===== config.mk =====
export PLATFORM = sky130hd
export DESIGN_NAME = shp_cell
export DESIGN_NICKNAME = d
export VERILOG_FILES = /design/src/hw/rtl/shp_pkg.sv /design/src/hw/rtl/shp_cell.sv
export SDC_FILE = /design/constraint.sdc
export NUM_CORES = 1
export LEC_CHECK = 0
export ABC_AREA = 0
export ABC_CLOCK_PERIOD_IN_PS = 800
export BUFFER_PORTS_ARGS = -buffer_cell sky130_fd_sc_hd__buf_2
export CELL_PAD_IN_SITES_DETAIL_PLACEMENT = 1
export CELL_PAD_IN_SITES_GLOBAL_PLACEMENT = 2
export CORE_UTILIZATION = 25
export DETAILED_ROUTE_END_ITERATION = 6
export GPL_TIMING_DRIVEN = 0
export PLACE_DENSITY_LB_ADDON = 0.05
export SETUP_SLACK_MARGIN = 0.4
export SYNTH_ARGS = -nofsm -noshare
export SYNTH_HDL_FRONTEND = slang
export SYNTH_SLANG_ARGS = --single-unit

===== constraint.sdc =====
create_clock -name i_clk -period 0.8 [get_ports i_clk]
set_input_delay 0.24 -clock i_clk [delete_from_list [all_inputs] [get_ports i_clk]]
set_output_delay 0.24 -clock i_clk [all_outputs]
set_load 0.05 [all_outputs]

===== src/hw/rtl/shp_pkg.sv =====
// shared types, constants and arithmetic for the 3x3 sharpen block
package shp_pkg;

    // frame limits and field widths
    localparam int MAX_WIDTH    = 2048;
    localparam int MAX_HEIGHT   = 4096;
    localparam int COL_W        = $clog2(MAX_WIDTH);
    localparam int ROW_W        = $clog2(MAX_HEIGHT);
    localparam int WIDTH_REG_W  = 12;
    localparam int HEIGHT_REG_W = 13;
    localparam int CFG_DATA_W   = 13;
    localparam int CHAN_W       = 8;
    localparam int PIX_W        = 3 * CHAN_W;

    // register indexes of the configuration port
    localparam logic CFG_IMAGE_WIDTH  = 1'b0;
    localparam logic CFG_IMAGE_HEIGHT = 1'b1;

    // item opcodes
    localparam logic OP_PIXEL = 1'b0;
    localparam logic OP_DRAIN = 1'b1;

    typedef struct packed {
        logic              opcode;
        logic [CHAN_W-1:0] in_red;
        logic [CHAN_W-1:0] in_green;
        logic [CHAN_W-1:0] in_blue;
    } t_in_item;

    typedef struct packed {
        logic [CHAN_W-1:0] out_red;
        logic [CHAN_W-1:0] out_green;
        logic [CHAN_W-1:0] out_blue;
        logic              frame_last;
    } t_out_item;

    typedef struct packed {
        logic [CHAN_W-1:0] red;
        logic [CHAN_W-1:0] green;
        logic [CHAN_W-1:0] blue;
    } t_pix;

    // border position of the pixel under the kernel
    typedef struct packed {
        logic top;
        logic bottom;
        logic left;
        logic right;
        logic last;
    } t_edge_flags;

    // 5*centre minus four neighbours, clamped to 0..255
    function automatic logic [CHAN_W-1:0] sharpen_channel(
        input logic [CHAN_W-1:0] c,
        input logic [CHAN_W-1:0] u,
        input logic [CHAN_W-1:0] d,
        input logic [CHAN_W-1:0] l,
        input logic [CHAN_W-1:0] r
    );
        logic signed [11:0] acc;
        logic [CHAN_W-1:0]  res;
        acc = $signed({2'b00, c, 2'b00}) + $signed({4'b0000, c})
            - $signed({4'b0000, u}) - $signed({4'b0000, d})
            - $signed({4'b0000, l}) - $signed({4'b0000, r});
        if (acc < 12'sd0) begin
            res = '0;
        end else if (acc > 12'sd255) begin
            res = '1;
        end else begin
            res = acc[CHAN_W-1:0];
        end
        return res;
    endfunction

endpackage


===== src/hw/rtl/shp_cell.sv =====
// one window cell: holds a pixel and hands it to its neighbor on each shift
module shp_cell (
    input  logic          i_clk,
    input  logic          i_shift,
    input  shp_pkg::t_pix i_pix,
    output shp_pkg::t_pix o_pix
);

    shp_pkg::t_pix r_pix;

    // take the upstream pixel on a shift, hold otherwise
    always_ff @(posedge i_clk) begin
        if (i_shift) begin
            r_pix <= i_pix;
        end
    end

    assign o_pix = r_pix;

endmodule


# After elaboration in Yosys (flattened, before gate mapping)
# Index checks and enable logic that the tools add are counted.
[totals] regBits=24 input_bits=26 output_inout_bits=24

# Logic depth before layout (Yosys ltp)
# Gate-level depths: netlist of run 1.
[logic_depth] depth_word=0 depth_mapped=0 ltp_nobuf=0

# Worst setup path after synthesis of run 1
# No wires, ideal clock.
[synth_timing] kind="reg-to-output" startpoint="register r_pix, in the netlist o_pix[0]" endpoint="output port o_pix[0] in the netlist's numbering" t_arrival_ns=0.601 required_ns=0.560 setup_slack_ns=-0.041 path_stages_with_launch=1 n_path_buf=0 path_cell_list="edfxtp_1"
[synth_rtl] item="start: declaration" line="shp_cell.sv:9" rtl="shp_pkg::t_pix r_pix;"
[synth_rtl] item="start signal: assignment" line="shp_cell.sv:14" rtl="r_pix <= i_pix;"
[synth_rtl] item="end: declaration" line="shp_cell.sv:6" rtl="output shp_pkg::t_pix o_pix"
# No word-level cell between the ends.

# Final worst setup path of run 1
[layout_timing] startpoint="register r_pix, in the netlist o_pix[9]" endpoint="output port o_pix[9] in the netlist's numbering"
# No word-level cell between the ends.

==> results of run 1 <==
-- metal layers --
layer / wire length [um] / up-vias / track usage
li1: - / 201 / -
met1: 463 / 204 / 0.09105
met2: 702 / 27 / 0.1480
met3: 103 / 2 / 0.02791
met4: 14 / 0 / 0.05357
met5: 0 / - / 0
-- final cells by class --
class	instances	area share
tap	31	0.03253
timing repair buffer	49	0.3442
sequential	24	0.6044
clock buffer	3	0.01889
-- layout by cell type (no fill, tap or decap) --
cell type | netlist | routed
buf_2 | 0 | 24
edfxtp_1 | 24 | 24
buf_6 | 0 | 24
clkbuf_4 | 0 | 3
buf_12 | 0 | 1
-- worst min path at each step --
stage	endpoint	slack (ns)	cells after the start	start
after floorplan	o_pix[0]	0.34	0	i_pix[0]
after global placement	o_pix[13]	0.42	1	i_pix[13]
after CTS	o_pix[21]	0.09	1	i_pix[21]
final	o_pix[16]	0.11	1	i_pix[16]
after global routing	o_pix[18]	0.08	1	i_pix[18]
after detailed placement	o_pix[17]	0.42	1	i_pix[17]
-- stage by stage --
stage | setup slack, ns | cell area, sq um | TNS [ns] | util
6_report | -0.3257 | 1192 | -7.206 | 0.4362
4_1_cts | -0.3494 | 1192 | -7.719 | 0.4362
5_1_grt | -0.3721 | 1192 | -8.395 | 0.4362
3_5_place_dp | -0.2598 | 1005 | -6.281 | 0.3675
3_3_place_gp | -0.2504 | 1005 | -5.994 | 0.3675
2_1_floorplan | -0.04061 | 720.7 | -0.9745 | -
-- report_power, final --
part	switching, uW	internal, uW	leakage, uW
clock network	313	175	0.0000138
logic	409	227	0.000249
registers	42.5	1490	0.000235
total	765	1900	0.000498
-- cells by family after synthesis --
logic type  after synthesis  synth area share
flip-flops               24             1.000
-- what timing repair did --
item                                    4_1_cts  5_1_grt
gates resized for setup                      52        0
endpoints found under the hold margin         0        0
endpoints found under the setup margin       48       24
==> impl_metrics.py, run 1 <==
metrics = {
    "timing": {
        "rsz0062_at_grt": "yes",
        "setup_slack_ns": -0.3257,
        "finalHoldViolations": 0,
        "final.min_clock_period_ns": 1.126,
        "fin_crit_sh": 1.407,
        "hold_ws_ns": 0.1092,
        "clock.fmax_mhz": 888.3,
        "worst_pin_slew_ns": 0.1291,
        "drv_slew": 0,
        "finalSetupViolCount": 24,
        "max_slew_margin": 0.9139,
    },
    "floorplan": {
        "die_w_um": 55.69,
        "ios": 50,
        "core_sq_um": 2734,
        "die_area_sq_um": 3101,
        "rows": 19,
        "die_y_um": 55.69,
        "start_util": 0.2636,
    },
    "power_and_ir_drop": {
        "p_total_uw": 2661,
        "p_per_area_nw_per_um2": 2232,
        "leakage_uw": 0.0004977,
        "ir_drop_uv": 1219,
    },
    "synthesis": {
        "yosysSeqAreaShare": 1.000,
        "syn_area_sq_um": 720.7,
        "synth_cell_types": 1,
        "synthTopCellsByCount": "edfxtp_1 (24)",
        "synth_top_area_cell": "edfxtp_1",
        "synth_top_area_frac": 1.000,
        "syn_nets": 50,
        "synth_most_common_cell": "edfxtp_1",
        "synthTopCellsByArea": "edfxtp_1 (100%)",
        "synth-seq-cells": 24,
        "ys.flop_type": "edfxtp_1",
        "async_reset_ff_frac": 0,
        "ys.warnings.count": 0,
        "synthCells": 24,
        "synth_edf_count": 24,
        "synth.avg_cell_area_sq_um": 30.03,
    },
    "detailed_routing": {
        "first_pass_iters": 2,
        "drc_errors": 0,
        "drt_iter0_markers": 3,
        "wire_per_inst_um": 12.00,
        "vias_per_cell": 4.056,
        "drt_wl_total_um": 1284,
        "vias": 434,
        "ant_nets": 0,
    },
    "setup_path": {
        "cp_num_buf_inv": 1,
        "crit_fanout": 1,
        "start_kind": "register",
        "worstPathArrival_ns": 0.89,
        "crit_path_end_kind": "output port",
        "critical_path.endpoint": "o_pix[9]",
        "crit_type": "reg -> out",
        "critPathMaxStageDelay_ns": 0.42,
        "cp.depth": 1,
        "crit_family": "flip-flops",
        "crit_path_start": "o_pix[9]",
        "critPathRequiredTime_ns": 0.56,
        "critPathSlowestCell": "edfxtp_1",
        "cp_cell_sequence": "buf_6",
    },
    "layout": {
        "multi_input_area_sq_um": 0,
        "final_nets": 104,
        "synthToLayoutAreaGrowth_pct": 65.45,
        "instances_no_fill": 107,
        "diodes": 0,
        "largest_reg_flops": 24,
        "fillers": 286,
        "comb.multi_input.count": 0,
        "register_area_sq_um": 720.7,
        "drive_gt1_frac": 0.6842,
    },
    "outcome": {
        "failed_checks": "negative setup slack",
        "status": "finished with violations",
    },
    "place": {
        "io_buffers": 49,
        "gp_congestion": 0.6045,
        "dp.cells": 104,
    },
    "clock_network": {
        "post_cts_buffers": 0,
        "cts_tree": "done",
        "numClockSinks": 24,
        "cts-root-buf": "clkbuf_4",
        "cts.clk_slew.worst_paths_ns": 0.12,
        "h-tree-depth": 1,
        "cts_buffers": 3,
        "hold_buffers": 0,
        "clk_path_buf_depth": 2,
    },
    "global_routing": {
        "grt_pass1_wl_um": 1938,
        "grt-ovfl-total": 0,
        "antenna_found_initial": 0,
        "grtUsageTotal": 0.08622,
        "grt_pass1_vias": 435,
        "grt_max_degree": 25,
    },
    "run": {
        "drv_cap": 0,
    },
    "worst_hold_path": {
        "holdCritPathClass": "in -> reg",
    },
}
(Power assumes the default switching activity.)
==> run 2: changes to the inputs <==
Settings changed: ABC_CLOCK_PERIOD_IN_PS 800 to 1130, SKIP_CTS_REPAIR_TIMING set to 1.
Clock period 0.8 ns to 1.13 ns, I/O delays scaled along.
==> impl_metrics.py, run 2 (synthesized netlist as in run 1, its figures left out) <==
metrics = {
    "floorplan": {
        "start_util": 0.2636,
        "rows": 19,
        "core_sq_um": 2734,
        "ios": 50,
        "die_w_um": 55.69,
        "die_area_sq_um": 3101,
        "die_y_um": 55.69,
    },
    "clock_network": {
        "cts_buffers": 3,
        "cts_tree": "done",
        "cts.clk_slew.worst_paths_ns": 0.12,
        "numClockSinks": 24,
        "h-tree-depth": 1,
        "cts-root-buf": "clkbuf_4",
        "clk_path_buf_depth": 2,
    },
    "timing": {
        "final.min_clock_period_ns": 1.229,
        "worst_pin_slew_ns": 0.3250,
        "finalHoldViolations": 0,
        "clock.fmax_mhz": 813.6,
        "setup_slack_ns": -0.09906,
        "fin_crit_sh": 1.088,
        "max_slew_margin": 0.7833,
        "finalSetupViolCount": 24,
        "rsz0062_at_grt": "yes",
        "drv_slew": 0,
    },
    "run": {
        "drv_cap": 0,
    },
    "place": {
        "dpl_cell_area_sq_um": 1005,
        "io_buffers": 49,
        "gp_congestion": 0.6045,
    },
    "outcome": {
        "status": "finished with violations",
        "failed_checks": "negative setup slack",
    },
    "power_and_ir_drop": {
        "leakage_uw": 0.0004929,
        "ir_drop_uv": 868.4,
        "p_total_uw": 1883,
        "p_per_area_nw_per_um2": 1596,
    },
    "detailed_routing": {
        "drc_errors": 0,
        "vias": 440,
        "wire_per_inst_um": 12.12,
        "first_pass_iters": 2,
        "drt_iter0_markers": 8,
        "vias_per_cell": 4.112,
        "drt_wl_total_um": 1297,
        "ant_nets": 0,
    },
    "worst_hold_path": {
        "whs_endpoint": "o_pix[17]",
        "hold_depth": 1,
        "holdCritPathClass": "in -> reg",
        "min_from": "i_pix[17]",
    },
    "setup_path": {
        "critPathSlowestCell": "edfxtp_1",
        "crit_fanout": 1,
        "start_kind": "register",
        "crit_family": "flip-flops",
        "worstPathArrival_ns": 0.89,
        "critPathMaxStageDelay_ns": 0.42,
        "cp_num_buf_inv": 1,
        "critPathRequiredTime_ns": 0.79,
        "crit_type": "reg -> out",
        "cp_cell_sequence": "buf_6",
        "crit_path_end_kind": "output port",
    },
    "global_routing": {
        "grt-ovfl-total": 0,
        "grt_pass1_wl_um": 1869,
        "antenna_found_initial": 0,
        "grtUsageTotal": 0.08271,
        "grt_pass1_vias": 417,
        "grt_max_degree": 25,
    },
    "layout": {
        "largest_reg_flops": 24,
        "postLayoutCellArea_sq_um": 1180,
        "layout_common_cells": "buf_2 (24), edfxtp_1 (24), buf_6 (24)",
        "drive_gt1_frac": 0.6842,
        "postLayoutCoreUtil": 0.4316,
        "final_nets": 104,
        "diodes": 0,
        "multi_input_area_sq_um": 0,
        "synthToLayoutAreaGrowth_pct": 63.72,
        "comb.multi_input.count": 0,
    },
}
## run 2: changes by cell type in the layout (fill, tap and decap cells not counted), sizes merged
cell,delta
clkbuf,+1
buf,-1
## run 2: report_power, final
part | switching, uW | total (uW) | internal [uW]
Clock | 224 | 348 | 124
Combinational | 291 | 446 | 156
Sequential | 30.1 | 1090 | 1060
Total | 545 | 1880 | 1340
## run 2: stage by stage
| stage | setup TNS, ns | hold slack, ns | cells | setup WS (ns) |
|---|---|---|---|---|
| floorplan | 0 | 0.4379 | 24 | 0.1904 |
| global placement | -0.4500 | 0.5158 | 104 | -0.01937 |
| detailed placement | -0.6710 | 0.5173 | 104 | -0.02879 |
| CTS | -2.866 | 0.1919 | 107 | -0.1481 |
| global route | -2.851 | 0.1812 | 107 | -0.1411 |
| finish | -1.698 | 0.2077 | 107 | -0.09906 |
## run 2: worst max path at each step
| stage | endpoint | startpoint | depth (start not counted) |
|---|---|---|---|
| after detailed placement | o_pix[20] | i_shift | 1 |
| after global placement | o_pix[20] | i_shift | 1 |
| after CTS | o_pix[9] | o_pix[9] | 1 |
| after global routing | o_pix[11] | o_pix[11] | 1 |
| final | o_pix[9] | o_pix[9] | 1 |
| after floorplan | o_pix[0] | o_pix[0] | 0 |
## run 2: area by class of cell
cell class	instances	area, sq um
fillers	288	1554
flip-flops and latches	24	720.7
repair buffers	49	397.9
clock buffers	3	22.52
well taps	31	38.79
## run 2: routing by layer
layer | wire (um) | global-route usage | vias up
met2 | 697 | 0.1325 | 27
met4 | 14 | 0.05357 | 0
li1 | - | - | 201
met1 | 481 | 0.09259 | 210
met3 | 103 | 0.03023 | 2
met5 | 0 | 0 | -
